### src/rtl/core/rdf_pkg.sv
package rdf_pkg;

  localparam logic [7:0] SYNC_BYTE = 8'h55;
  localparam logic [7:0] CRC_POLY  = 8'h07;
  localparam logic [7:0] CRC_INIT  = 8'h00;

  // Byte positions inside a frame
  localparam logic [2:0] POS_SYNC  = 3'd0;
  localparam logic [2:0] POS_NODE  = 3'd1;
  localparam logic [2:0] POS_REG   = 3'd2;
  localparam logic [2:0] POS_VAL3  = 3'd3;
  localparam logic [2:0] POS_VAL2  = 3'd4;
  localparam logic [2:0] POS_VAL1  = 3'd5;
  localparam logic [2:0] POS_VAL0  = 3'd6;
  localparam logic [2:0] POS_WLAST = 3'd7;
  localparam logic [2:0] POS_RLAST = 3'd3;

  localparam logic KIND_READ  = 1'b0;
  localparam logic KIND_WRITE = 1'b1;

  typedef struct packed {
    logic        kind;
    logic [7:0]  node_address;
    logic [7:0]  register_address;
    logic [31:0] write_value;
  } rdf_req_t;

  typedef struct packed {
    logic [7:0] frame_byte;
    logic       last_byte;
  } rdf_res_t;

  // One CRC-8 byte update, message bits LSB first, register shifts MSB first
  function automatic logic [7:0] crc_feed(input logic [7:0] crc, input logic [7:0] data);
    logic [7:0] c;
    logic       fb;
    c = crc;
    for (int i = 0; i < 8; i++) begin
      fb = c[7] ^ data[i];
      c  = {c[6:0], 1'b0};
      if (fb) begin
        c = c ^ CRC_POLY;
      end
    end
    return c;
  endfunction

  // CRC after the constant sync byte
  localparam logic [7:0] CRC_SYNC = crc_feed(CRC_INIT, SYNC_BYTE);

endpackage

### src/rtl/core/register_datagram_framer.sv
// A request passes through CRC stages s1..s4 and the serializer register, then its bytes
// leave on out_result one a cycle. One request per frame is taken, set by the byte-serial
// output register; up to four further requests wait in the CRC pipeline meanwhile.
// out_strobe marks each byte for exactly one cycle; the receiver cannot stall.
// Reset (rst_n low, synchronous) clears all valid bits; no item is emitted after it.
module register_datagram_framer (
  input  logic              clk,
  input  logic              rst_n,
  input  logic              start,
  output logic              busy,
  input  rdf_pkg::rdf_req_t in_request,
  output logic              out_strobe,
  output rdf_pkg::rdf_res_t out_result
);
  import rdf_pkg::*;

  // CRC pipeline: s1 node, s2 register + value byte 3, s3 value bytes 2..1, s4 byte 0
  logic       s1_v_r, s2_v_r, s3_v_r, s4_v_r;
  rdf_req_t   s1_req_r, s2_req_r, s3_req_r, s4_req_r;
  logic [7:0] s1_crc_r;
  logic [7:0] s2_crc_rd_r, s2_crc_w_r;
  logic [7:0] s3_crc_rd_r, s3_crc_w_r;
  logic [7:0] s4_crc_r;

  // byte serializer
  logic       ser_v_r;
  rdf_req_t   ser_req_r;
  logic [7:0] ser_crc_r;
  logic [2:0] ser_idx_r;

  logic       ser_last;
  logic       ser_load;
  logic       adv1, adv2, adv3;
  logic       accept;
  logic [7:0] s2_crc_rd_nxt;
  logic [7:0] byte_sel;

  assign ser_last = ser_v_r && (ser_req_r.kind == KIND_WRITE ? ser_idx_r == POS_WLAST
                                                             : ser_idx_r == POS_RLAST);
  assign ser_load = s4_v_r && (!ser_v_r || ser_last);
  assign adv3     = s3_v_r && (!s4_v_r || ser_load);
  assign adv2     = s2_v_r && (!s3_v_r || adv3);
  assign adv1     = s1_v_r && (!s2_v_r || adv2);
  assign busy     = s1_v_r && !adv1;
  assign accept   = start && !busy;

  assign s2_crc_rd_nxt = crc_feed(s1_crc_r, s1_req_r.register_address);

  always_ff @(posedge clk) begin
    if (!rst_n) begin
      s1_v_r <= 1'b0;
      s2_v_r <= 1'b0;
      s3_v_r <= 1'b0;
      s4_v_r <= 1'b0;
    end else begin
      if (accept) begin
        s1_v_r <= 1'b1;
      end else if (adv1) begin
        s1_v_r <= 1'b0;
      end
      if (adv1) begin
        s2_v_r <= 1'b1;
      end else if (adv2) begin
        s2_v_r <= 1'b0;
      end
      if (adv2) begin
        s3_v_r <= 1'b1;
      end else if (adv3) begin
        s3_v_r <= 1'b0;
      end
      if (adv3) begin
        s4_v_r <= 1'b1;
      end else if (ser_load) begin
        s4_v_r <= 1'b0;
      end
    end
  end

  always_ff @(posedge clk) begin
    if (accept) begin
      s1_req_r <= in_request;
      s1_crc_r <= crc_feed(CRC_SYNC, in_request.node_address);
    end
    if (adv1) begin
      s2_req_r    <= s1_req_r;
      s2_crc_rd_r <= s2_crc_rd_nxt;
      s2_crc_w_r  <= crc_feed(s2_crc_rd_nxt, s1_req_r.write_value[31:24]);
    end
    if (adv2) begin
      s3_req_r    <= s2_req_r;
      s3_crc_rd_r <= s2_crc_rd_r;
      s3_crc_w_r  <= crc_feed(crc_feed(s2_crc_w_r, s2_req_r.write_value[23:16]),
                              s2_req_r.write_value[15:8]);
    end
    if (adv3) begin
      s4_req_r <= s3_req_r;
      s4_crc_r <= (s3_req_r.kind == KIND_WRITE)
                  ? crc_feed(s3_crc_w_r, s3_req_r.write_value[7:0]) : s3_crc_rd_r;
    end
  end

  always_ff @(posedge clk) begin
    if (!rst_n) begin
      ser_v_r   <= 1'b0;
      ser_idx_r <= POS_SYNC;
    end else if (ser_load) begin
      ser_v_r   <= 1'b1;
      ser_idx_r <= POS_SYNC;
    end else if (ser_v_r) begin
      if (ser_last) begin
        ser_v_r <= 1'b0;
      end else begin
        ser_idx_r <= ser_idx_r + 3'd1;
      end
    end
  end

  always_ff @(posedge clk) begin
    if (ser_load) begin
      ser_req_r <= s4_req_r;
      ser_crc_r <= s4_crc_r;
    end
  end

  always_comb begin
    case (ser_idx_r)
      POS_SYNC:  byte_sel = SYNC_BYTE;
      POS_NODE:  byte_sel = ser_req_r.node_address;
      POS_REG:   byte_sel = ser_req_r.register_address;
      POS_VAL3:  byte_sel = (ser_req_r.kind == KIND_WRITE) ? ser_req_r.write_value[31:24]
                                                          : ser_crc_r;
      POS_VAL2:  byte_sel = ser_req_r.write_value[23:16];
      POS_VAL1:  byte_sel = ser_req_r.write_value[15:8];
      POS_VAL0:  byte_sel = ser_req_r.write_value[7:0];
      POS_WLAST: byte_sel = ser_crc_r;
      default:   byte_sel = ser_crc_r;
    endcase
  end

  assign out_strobe            = ser_v_r;
  assign out_result.frame_byte = byte_sel;
  assign out_result.last_byte  = ser_last;

  // A frame starting after a gap opens with the sync byte
  a_sync_first: assert property (@(posedge clk) disable iff (!rst_n)
    out_strobe && !$past(out_strobe) |-> out_result.frame_byte == SYNC_BYTE)
    else $error("frame did not open with sync byte");

  // After the last byte either the line goes quiet or a new frame starts with sync
  a_after_last: assert property (@(posedge clk) disable iff (!rst_n)
    out_strobe && out_result.last_byte |=>
      !out_strobe || (out_result.frame_byte == SYNC_BYTE && ser_idx_r == POS_SYNC))
    else $error("frame not restarted cleanly after last byte");

  // Read frames never run past their CRC byte
  a_read_len: assert property (@(posedge clk) disable iff (!rst_n)
    ser_v_r && ser_req_r.kind == KIND_READ |-> ser_idx_r <= POS_RLAST)
    else $error("read frame too long");

  // Busy only when the entry stage holds an item that cannot move on
  a_busy_src: assert property (@(posedge clk) disable iff (!rst_n)
    busy |-> s1_v_r && s2_v_r && s3_v_r && s4_v_r)
    else $error("busy without a full pipeline");

endmodule

### config.mk
export PLATFORM = sky130hd
export DESIGN_NAME = register_datagram_framer
export DESIGN_NICKNAME = d
export VERILOG_FILES = /design/src/rtl/core/rdf_pkg.sv /design/src/rtl/core/register_datagram_framer.sv
export SDC_FILE = /design/constraint.sdc
export NUM_CORES = 1
export LEC_CHECK = 0
export ABC_AREA = 1
export BUFFER_PORTS_ARGS = -buffer_cell sky130_fd_sc_hd__buf_2
export CAP_MARGIN = 20
export CORE_MARGIN = 2
export CORE_UTILIZATION = 55
export CTS_CLUSTER_SIZE = 25
export DETAILED_ROUTE_END_ITERATION = 10
export MAX_ROUTING_LAYER = met4
export PLACE_DENSITY = 0.84
export SETUP_SLACK_MARGIN = 0.5
export SLEW_MARGIN = 20
export SYNTH_ARGS = -nofsm -noshare
export SYNTH_HDL_FRONTEND = slang
export SYNTH_SLANG_ARGS = --single-unit
### constraint.sdc
create_clock -name clk -period 13.3 [get_ports clk]
set_input_delay 1.995 -clock clk [delete_from_list [all_inputs] [get_ports clk]]
set_output_delay 1.995 -clock clk [all_outputs]
set_load 0.01 [all_outputs]
==> results of run 1 <==
## flip-flops by register name (all words and copies together) (netlist names), 3 cells and up
| signal | count |
|---|---|
| s4_crc_r | 8 |
| s1_crc_r | 8 |
| ser_crc_r | 8 |
| s3_req_r | 49 |
| s3_crc_w_r | 8 |
| s2_crc_rd_r | 8 |
| s2_crc_w_r | 8 |
| s1_req_r | 49 |
| s4_req_r | 49 |
| s2_req_r | 49 |
| s3_crc_rd_r | 8 |
| ser_idx_r | 3 |
| ser_req_r | 49 |
## cell usage in the layout (no fill, tap or decap), drive strengths merged
cell type    n
nand2      133
xor2        42
or2          4
a22o         4
buf         67
a221oi      13
clkinv      15
nand3       21
nand3b       7
ha           6
dfxtp        8
inv         65
a21oi       10
bufinv       3
nor2        20
a41oi        3
xnor2       43
clkinvlp     2
nor3         5
o21ai       17
o21a         1
edfxtp     301
clkbuf      32
## power by group through the flow
stage / Combinational, uW / Clock, uW / Sequential, uW
after floorplan: 265 / 0 / 1180
after global placement: 320 / 0 / 1180
after detailed placement: 334 / 0 / 1190
after CTS: 354 / 806 / 1170
after global routing: 393 / 843 / 1170
final: 356 / 793 / 1170
## kinds of logic after synthesis
logic type	count (synthesis)	synth area share [%]
adder cells (fa/ha/maj)	6	0.6527
flip-flops	309	79.97
AND/OR/NAND/NOR	190	6.994
XOR/XNOR	85	7.386
buffers and inverters	67	2.230
AO/OA/AOI/OAI	48	2.763
## metal layers
metal / GRT usage (%) / vias up / wire length [um]
met2: 30.69 / 204 / 9737
met1: 25.06 / 2664 / 8312
met3: 2.822 / 28 / 1011
li1: - / 2702 / -
met4: 5.667 / 0 / 310
met5: - / - / 0
## through the flow
step,hold slack [ns],setup WS [ns]
2_1_floorplan,0.4003,8.724
3_3_place_gp,0.4009,9.036
3_5_place_dp,0.4045,9.033
4_1_cts,0.4149,8.423
5_1_grt,0.4172,8.136
6_report,0.4135,8.451
## layout make-up
class / instances / area, um2 / area share (%)
Clock buffer: 32 / 737.0 / 5.623
Clock inverter: 22 / 185.2 / 1.413
Inverter: 63 / 236.5 / 1.804
Multi-Input combinational cell: 329 / 2062 / 15.73
Sequential cell: 309 / 9199 / 70.19
Tap cell: 270 / 337.8 / 2.578
Timing Repair Buffer: 67 / 347.8 / 2.654
## path summary, 6_finish.rpt
kind | startpoint | to
setup reg to reg | ser_idx_r[1] | s2_crc_rd_r[1]
hold reg to reg | s2_req_r[28] | s3_req_r[28]
setup / recovery | ser_idx_r[1] | busy
hold / removal | s2_req_r[28] | s3_req_r[28]
==> flow_metrics.py, run 1 <==
metrics = {
    "final_layout": {
        "utilization_pct": 64.35,
        "drive_gt1_share_pct": 17.88,
        "syn2layout_area_growth_pct": 13.93,
        "finish.instance_area_um2": 13110,
        "fin_cells": 1092,
        "fillerInstances": 1330,
        "antenna_cells": 0,
        "layout.nets": 857,
    },
    "power_and_ir_drop": {
        "pwr-share-seq_pct": 50.4,
        "switching_share_pct": 25.23,
        "p_comb_share_pct": 15.4,
        "power.density_nw_per_um2": 176.6,
        "internal_power_uw": 1731,
        "total_power_uw": 2315,
        "switchingPower_uw": 584.1,
        "vdd_drop_max_v": 0.0001339,
        "clkPwrFrac_pct": 34.3,
        "p_leak_uw": 0.004754,
    },
    "timing": {
        "setup_viol": 0,
        "tightest_slew_ns": 0.8778,
        "slew_violations": 0,
        "tns_ns": 0,
        "max_freq_ghz": 0.2062,
        "hold_violations": 0,
        "rsz0062_at_grt": "false",
        "fin_crit_ns": 4.849,
        "worst_slew_margin_rel_pct": 41.48,
        "skew_ns": 0.01329,
        "finalCritPeriodShare_pct": 36.46,
    },
    "die": {
        "floorplan.rows": 52,
        "start_util_pct": 56.48,
        "dieHeight_um": 148.6,
        "core_area_um2": 20360,
        "die_area_um2": 22090,
        "die_x_um": 148.6,
        "num_io_pins": 63,
    },
    "synth": {
        "synth_most_common_cell": "edfxtp_1",
        "yosysSeqAreaShare_pct": 79.97,
        "syn_inst": 705,
        "synthDistinctLibCells": 29,
        "ys_warn_count": 0,
        "syn_avg_cell_area_um2": 16.32,
        "ys_ff_latch": 309,
        "async_flop_share_pct": 0,
        "syn-num-nets": 763,
        "yosysTopAreaCellShare_pct": 78.58,
        "yosys.area.top_type": "edfxtp_1",
        "synth_edf_count": 301,
        "synth.top_cells.by_area": "edfxtp_1, nand2_1, xor2_1",
        "synth_flop_cell": "edfxtp_1",
        "synth_common_cells": "edfxtp_1, nand2_1, inv_1",
        "synthesis.area_um2": 11500,
    },
    "critical_path": {
        "slowest_stage": "dfxtp_1",
        "worst_path_most_repeated_cell": "inv_2",
        "crit_chain": "ha_1 -> ha_1 -> nand2_1 -> o21ai_1 -> nor2_2 -> inv_2 -> nor2_1 -> inv_2 -> nor2_1 -> inv_2 -> nor2_2 -> inv_2 -> nor2_1 -> buf_2",
        "crit_required_ns": 11.31,
        "startpoint_type": "flop",
        "cpPeakStageDelay_ns": 0.36,
        "crit_family": "simple AND/OR/NAND/NOR gates",
        "critical_path.endpoint_type": "output pin",
        "r2r_cells": 13,
        "rrSetupSlack_ns": 10.14,
        "cp.depth": 14,
        "worst-path-buf-inv": 5,
        "worstPathMaxFanout": 7,
        "worstSetupPathType": "flop to output pin",
        "arrival_ns": 2.85,
    },
    "status": {
        "status": "completed",
    },
    "flow_run": {
        "maxCapViolations": 0,
    },
    "cts": {
        "postCtsHoldBufs": 0,
        "cts_buffers": 29,
        "postCtsSetupRepairBufs": 0,
        "clock_path_buffers": 3,
        "path_clk_slew_ns": 0.07,
        "clock_latency_ns": 0.54,
        "cts_max_level": 1,
        "post_cts_resized": 0,
        "cts_tree": "done",
        "cts-root-buf": "clkbuf_16",
        "cts.sinks": 309,
    },
    "place": {
        "numPortBuffers": 62,
        "hpwl_mm": 12.41,
        "gp_congestion": 0.8656,
        "dp.cells": 1038,
        "post_dp_cell_area_um2": 12180,
    },
    "grt": {
        "antenna_found_initial": 0,
        "grt_pass1_wl_mm": 30.57,
        "grt_overflow": 0,
        "track_usage_pct": 18.84,
        "grt_max_degree": 66,
        "first_global_vias": 5686,
    },
    "detailed_routing": {
        "drcViolationCount": 0,
        "viasPerCell": 5.126,
        "dr.pass1.iters": 5,
        "vias": 5598,
        "drtAntennaViolNets": 0,
        "drt_iter0_markers": 481,
        "wire_per_inst_um": 17.74,
        "wirelength_mm": 19.37,
    },
    "hold_path": {
        "hold-path-cell-count": 0,
        "hold_class": "flop to flop",
    },
}
Note: power is estimated with default switching activity, not from simulation.
==> run 2, diff against run 1 <==
--- a/config.mk
+++ b/config.mk
@@ -9,11 +9,11 @@
 export BUFFER_PORTS_ARGS = -buffer_cell sky130_fd_sc_hd__buf_2
 export CAP_MARGIN = 20
 export CORE_MARGIN = 2
-export CORE_UTILIZATION = 55
+export CORE_UTILIZATION = 54
 export CTS_CLUSTER_SIZE = 25
 export DETAILED_ROUTE_END_ITERATION = 10
 export MAX_ROUTING_LAYER = met4
-export PLACE_DENSITY = 0.84
+export PLACE_DENSITY = 0.86
 export SETUP_SLACK_MARGIN = 0.5
 export SLEW_MARGIN = 20
 export SYNTH_ARGS = -nofsm -noshare
==> constraint.sdc (replaced) <==
create_clock -name clk -period 4.4 [get_ports clk]
set_input_delay 0.66 -clock clk [delete_from_list [all_inputs] [get_ports clk]]
set_output_delay 0.66 -clock clk [all_outputs]
set_load 0.01 [all_outputs]
==> flow_metrics.py, run 2 (synthesis gave the netlist of run 1 again) <==
metrics = {
    "hold_path": {
        "hold-path-cell-count": 1,
        "hold_class": "input pin to flop",
    },
    "critical_path": {
        "crit_chain": "ha_1 -> ha_1 -> nand2_1 -> o21ai_1 -> nor2_2 -> inv_2 -> nor2_1 -> inv_2 -> nor2_1 -> inv_2 -> nor2_2 -> inv_2 -> nor2_1 -> buf_2",
        "r2r_cells": 15,
        "cp.depth": 14,
        "startpoint_type": "flop",
        "critical_path.endpoint_type": "output pin",
        "arrival_ns": 2.85,
        "crit_family": "simple AND/OR/NAND/NOR gates",
        "cpPeakStageDelay_ns": 0.35,
        "slowest_stage": "dfxtp_1",
        "worstSetupPathType": "flop to output pin",
        "worstPathMaxFanout": 7,
        "crit_required_ns": 3.74,
        "worst-path-buf-inv": 5,
        "rrSetupSlack_ns": 1.16,
        "worst_path_most_repeated_cell": "inv_2",
    },
    "timing": {
        "tns_ns": 0,
        "finalCritPeriodShare_pct": 79.75,
        "slew_violations": 0,
        "hold_violations": 0,
        "fin_crit_ns": 3.509,
        "rsz0062_at_grt": "false",
        "whs_ns": 0.3079,
        "setup_viol": 0,
        "fin_ws_ns": 0.8910,
        "skew_ns": 0.008077,
        "worst_slew_margin_rel_pct": 43.32,
        "max_freq_ghz": 0.2850,
        "tightest_slew_ns": 0.8502,
    },
    "die": {
        "num_io_pins": 63,
        "dieHeight_um": 149.9,
        "core_area_um2": 20960,
        "start_util_pct": 54.89,
        "floorplan.rows": 53,
        "die_x_um": 149.9,
        "die_area_um2": 22480,
    },
    "final_layout": {
        "antenna_cells": 0,
        "drive_gt1_share_pct": 17.70,
        "layout.nets": 857,
        "utilization_pct": 62.33,
        "syn2layout_area_growth_pct": 13.55,
        "layout_common_cells": "edfxtp_1, nand2_1, buf_2, inv_1, xor2_1",
        "fillerInstances": 1415,
        "final_common_cell": "edfxtp_1",
    },
    "flow_run": {
        "maxCapViolations": 0,
    },
    "status": {
        "status": "completed",
    },
    "grt": {
        "track_usage_pct": 19.44,
        "grt_overflow": 0,
        "grt_max_degree": 66,
        "antenna_found_initial": 0,
        "first_global_vias": 5846,
        "grt_pass1_wl_mm": 32.07,
    },
    "detailed_routing": {
        "drtAntennaViolNets": 0,
        "wirelength_mm": 19.99,
        "wire_per_inst_um": 18.27,
        "drcViolationCount": 0,
        "vias": 5735,
        "dr.pass1.iters": 6,
        "viasPerCell": 5.242,
        "drt_iter0_markers": 603,
    },
    "cts": {
        "clock_latency_ns": 0.53,
        "path_clk_slew_ns": 0.06,
        "cts_tree": "done",
        "cts_buffers": 28,
        "postCtsSetupRepairBufs": 0,
        "cts_max_level": 1,
        "postCtsHoldBufs": 0,
        "cts-root-buf": "clkbuf_16",
        "clock_path_buffers": 3,
        "cts.sinks": 309,
        "post_cts_resized": 0,
    },
    "power_and_ir_drop": {
        "vdd_drop_max_v": 0.0004375,
        "total_power_uw": 6880,
        "power.density_nw_per_um2": 526.8,
        "p_leak_uw": 0.004734,
    },
    "place": {
        "numPortBuffers": 62,
        "preCtsSetupSlack_ns": 1.260,
        "gp_congestion": 0.8989,
        "hpwl_mm": 12.96,
    },
}
[run 2: final cells by class]
| cell class | count | area, um2 | share of cell area (%) |
|---|---|---|---|
| tap | 275 | 344.1 | 2.634 |
| clock buffer | 40 | 777.0 | 5.949 |
| clock inverter | 10 | 75.07 | 0.5748 |
| inverter | 63 | 236.5 | 1.811 |
| multi-input combinational | 329 | 2062 | 15.79 |
| timing repair buffer | 68 | 367.9 | 2.816 |
| sequential | 309 | 9199 | 70.43 |
[run 2: worst paths after layout]
kind,start,to
worst max-delay path,ser_idx_r[1],busy
worst min-delay path,in_request[0],s1_req_r[0]
worst max register to register,ser_idx_r[1],s1_req_r[7]
worst min register to register,s2_req_r[46],s3_req_r[46]
[run 2: where the power goes]
group          internal, uW  switching, uW  leakage, uW
Combinational           396            709      0.00145
Clock                  1280            970     0.000417
Sequential             3460           67.9      0.00286
[run 2: stage by stage]
stage / area, um2 / cells
floorplan: 11510 / 705
global placement: 12190 / 1043
detailed placement: 12210 / 1044
CTS: 13060 / 1094
global route: 13060 / 1094
finish: 13060 / 1094
[run 2: layer usage]
layer,global-route usage (%),vias up,wire length (um)
met5,-,-,0
met4,5.613,0,485
met3,2.591,47,1161
met2,32.63,237,10170
met1,25.14,2762,8168
li1,-,2689,-
==> run 3, diff against run 2 <==
--- a/config.mk
+++ b/config.mk
@@ -9,11 +9,11 @@
 export BUFFER_PORTS_ARGS = -buffer_cell sky130_fd_sc_hd__buf_2
 export CAP_MARGIN = 20
 export CORE_MARGIN = 2
-export CORE_UTILIZATION = 54
+export CORE_UTILIZATION = 55
 export CTS_CLUSTER_SIZE = 25
 export DETAILED_ROUTE_END_ITERATION = 10
 export MAX_ROUTING_LAYER = met4
-export PLACE_DENSITY = 0.86
+export PLACE_DENSITY = 0.84
 export SETUP_SLACK_MARGIN = 0.5
 export SLEW_MARGIN = 20
 export SYNTH_ARGS = -nofsm -noshare
==> constraint.sdc (replaced) <==
create_clock -name clk -period 3.29 [get_ports clk]
set_input_delay 0.4935 -clock clk [delete_from_list [all_inputs] [get_ports clk]]
set_output_delay 0.4935 -clock clk [all_outputs]
set_load 0.01 [all_outputs]
==> flow_metrics.py, run 3 (synthesis gave the netlist of run 1 again) <==
metrics = {
    "status": {
        "status": "completed",
    },
    "timing": {
        "worst_slew_margin_rel_pct": 42.94,
        "max_freq_ghz": 0.3601,
        "tightest_slew_ns": 0.8559,
        "rsz0062_at_grt": "true",
        "skew_ns": 0.01263,
        "fin_ws_ns": 0.5132,
        "setup_viol": 0,
        "hold_violations": 0,
        "finalCritPeriodShare_pct": 84.40,
        "tns_ns": 0,
        "fin_crit_ns": 2.777,
        "slew_violations": 0,
    },
    "cts": {
        "cts-root-buf": "clkbuf_16",
        "clock_latency_ns": 0.53,
        "postCtsHoldBufs": 0,
        "clock_path_buffers": 3,
        "cts.sinks": 309,
        "cts_tree": "done",
        "cts_buffers": 28,
        "cts_max_level": 1,
        "path_clk_slew_ns": 0.07,
    },
    "place": {
        "numPortBuffers": 62,
        "post_dp_cell_area_um2": 12310,
        "hpwl_mm": 12.59,
        "preCtsSetupSlack_ns": 0.5706,
        "gp_congestion": 0.8789,
    },
    "hold_path": {
        "hold-path-cell-count": 1,
        "hold_class": "input pin to flop",
        "worstHoldStart": "in_request[7]",
        "worst_hold_path.endpoint": "s1_req_r[7]",
    },
    "critical_path": {
        "arrival_ns": 2.28,
        "cpPeakStageDelay_ns": 0.36,
        "worst_path_most_repeated_cell": "inv_2",
        "worstSetupPathType": "flop to output pin",
        "slowest_stage": "dfxtp_4",
        "crit_family": "simple AND/OR/NAND/NOR gates",
        "rrSetupSlack_ns": 0.71,
        "critical_path.endpoint_type": "output pin",
        "worst-path-buf-inv": 5,
        "crit_chain": "ha_4 -> ha_4 -> nand2_1 -> o21ai_2 -> nor2_2 -> inv_2 -> nor2_2 -> inv_2 -> nor2_4 -> inv_2 -> nor2_4 -> inv_2 -> nor2_2 -> buf_2",
        "worstPathMaxFanout": 4,
        "cp.depth": 14,
        "r2r_cells": 14,
        "r2r_end": "s2_req_r[14]",
        "r2r-start": "ser_idx_r[0]",
        "crit_required_ns": 2.80,
        "startpoint_type": "flop",
    },
    "final_layout": {
        "layout_common_cells": "edfxtp_1, nand2_1, buf_2, inv_1, xor2_1",
        "syn2layout_area_growth_pct": 16.40,
        "antenna_cells": 0,
        "finish.instance_area_um2": 13390,
        "final_common_cell": "edfxtp_1",
        "utilization_pct": 65.75,
        "layout.nets": 868,
        "drive_gt1_share_pct": 22.36,
    },
    "detailed_routing": {
        "viasPerCell": 5.079,
        "wirelength_mm": 18.81,
        "drcViolationCount": 0,
        "dr.pass1.iters": 5,
        "wire_per_inst_um": 17.07,
        "drtAntennaViolNets": 0,
        "vias": 5597,
        "drt_iter0_markers": 386,
    },
    "power_and_ir_drop": {
        "p_leak_uw": 0.004839,
        "clkPwrFrac_pct": 34.3,
        "pwr-share-seq_pct": 50.4,
        "switching_share_pct": 24.77,
        "internal_power_uw": 7023,
        "power.density_nw_per_um2": 697.3,
        "switchingPower_uw": 2313,
        "p_comb_share_pct": 15.3,
        "vdd_drop_max_v": 0.0004718,
    },
    "die": {
        "die_area_um2": 22090,
        "die_x_um": 148.6,
        "dieHeight_um": 148.6,
        "num_io_pins": 63,
        "start_util_pct": 56.48,
        "floorplan.rows": 52,
        "core_area_um2": 20360,
    },
    "grt": {
        "track_usage_pct": 18.51,
        "grt_max_degree": 66,
        "grt_overflow": 0,
        "antenna_found_initial": 0,
        "first_global_vias": 5671,
        "grt_pass1_wl_mm": 30.11,
    },
    "flow_run": {
        "maxCapViolations": 0,
    },
}
run 3: cell count changes in the layout (fill, tap and decap cells not counted), sizes merged:
cell      previous run  this run
buf                 68        79
bufinv               1         2
clkbuf              40        39
clkinv               8         7
clkinvlp             1         4
run 3: layout make-up:
| class | count | area [um2] |
|---|---|---|
| Multi-Input combinational cell | 329 | 2185 |
| Timing Repair Buffer | 79 | 479.2 |
| Tap cell | 270 | 337.8 |
| Clock inverter | 13 | 130.1 |
| Clock buffer | 39 | 804.5 |
| Sequential cell | 309 | 9208 |
| Fill cell | 1311 | 6975 |
| Inverter | 63 | 245.2 |
run 3: worst reg2reg max path: stages (launching register included):
cell,delay (ns)
dfxtp_2,0.37
ha_4,0.18
ha_4,0.16
inv_6,0.03
o21ai_2,0.15
nor2_2,0.08
inv_2,0.07
nor2_2,0.04
inv_2,0.07
nor2_4,0.05
inv_2,0.07
nor2_4,0.04
buf_4,0.14
nor2_4,0.06
buf_4,0.62
run 3: routing by layer:
metal / vias up / GRT usage [%] / routed length [um]
li1: 2717 / - / -
met1: 2684 / 25.11 / 8188
met2: 157 / 29.72 / 9229
met3: 39 / 2.761 / 991
met4: 0 / 5.429 / 397
met5: - / - / 0
run 3: metrics by stage:
| stage | hold WS [ns] | std cells | total power (uW) |
|---|---|---|---|
| after detailed placement | 0.4045 | 1040 | 6156 |
| final | 0.1334 | 1102 | 9336 |
| after floorplan | 0.4003 | 705 | 5834 |
| after global placement | 0.4022 | 1040 | 6091 |
| after CTS | 0.1080 | 1101 | 9396 |
| after global routing | 0.1086 | 1102 | 9727 |
run 3: how the worst max path moves through the flow:
stage                 start      endpoint  slack [ns]
2_1_floorplan  ser_idx_r[1]   s1_crc_r[0]        0.32
3_3_place_gp   ser_idx_r[2]   s1_req_r[6]        0.60
3_5_place_dp   ser_idx_r[2]  s1_req_r[23]        0.57
4_1_cts        ser_idx_r[1]          busy        0.50
5_1_grt        ser_idx_r[1]          busy        0.35
6_report       ser_idx_r[1]          busy        0.51
run 3: what timing repair did:
item,4_1_cts,5_1_grt
setup buffers,9,1
endpoints found under the setup margin,5,65
resized for setup,7,11
pin swaps,7,5
run 3: power groups by stage:
stage	registers, uW	clock network, uW	logic (uW)
after floorplan	4760	0	1070
after global placement	4780	0	1310
after detailed placement	4790	0	1360
after CTS	4710	3260	1430
after global routing	4720	3420	1590
final	4700	3200	1430
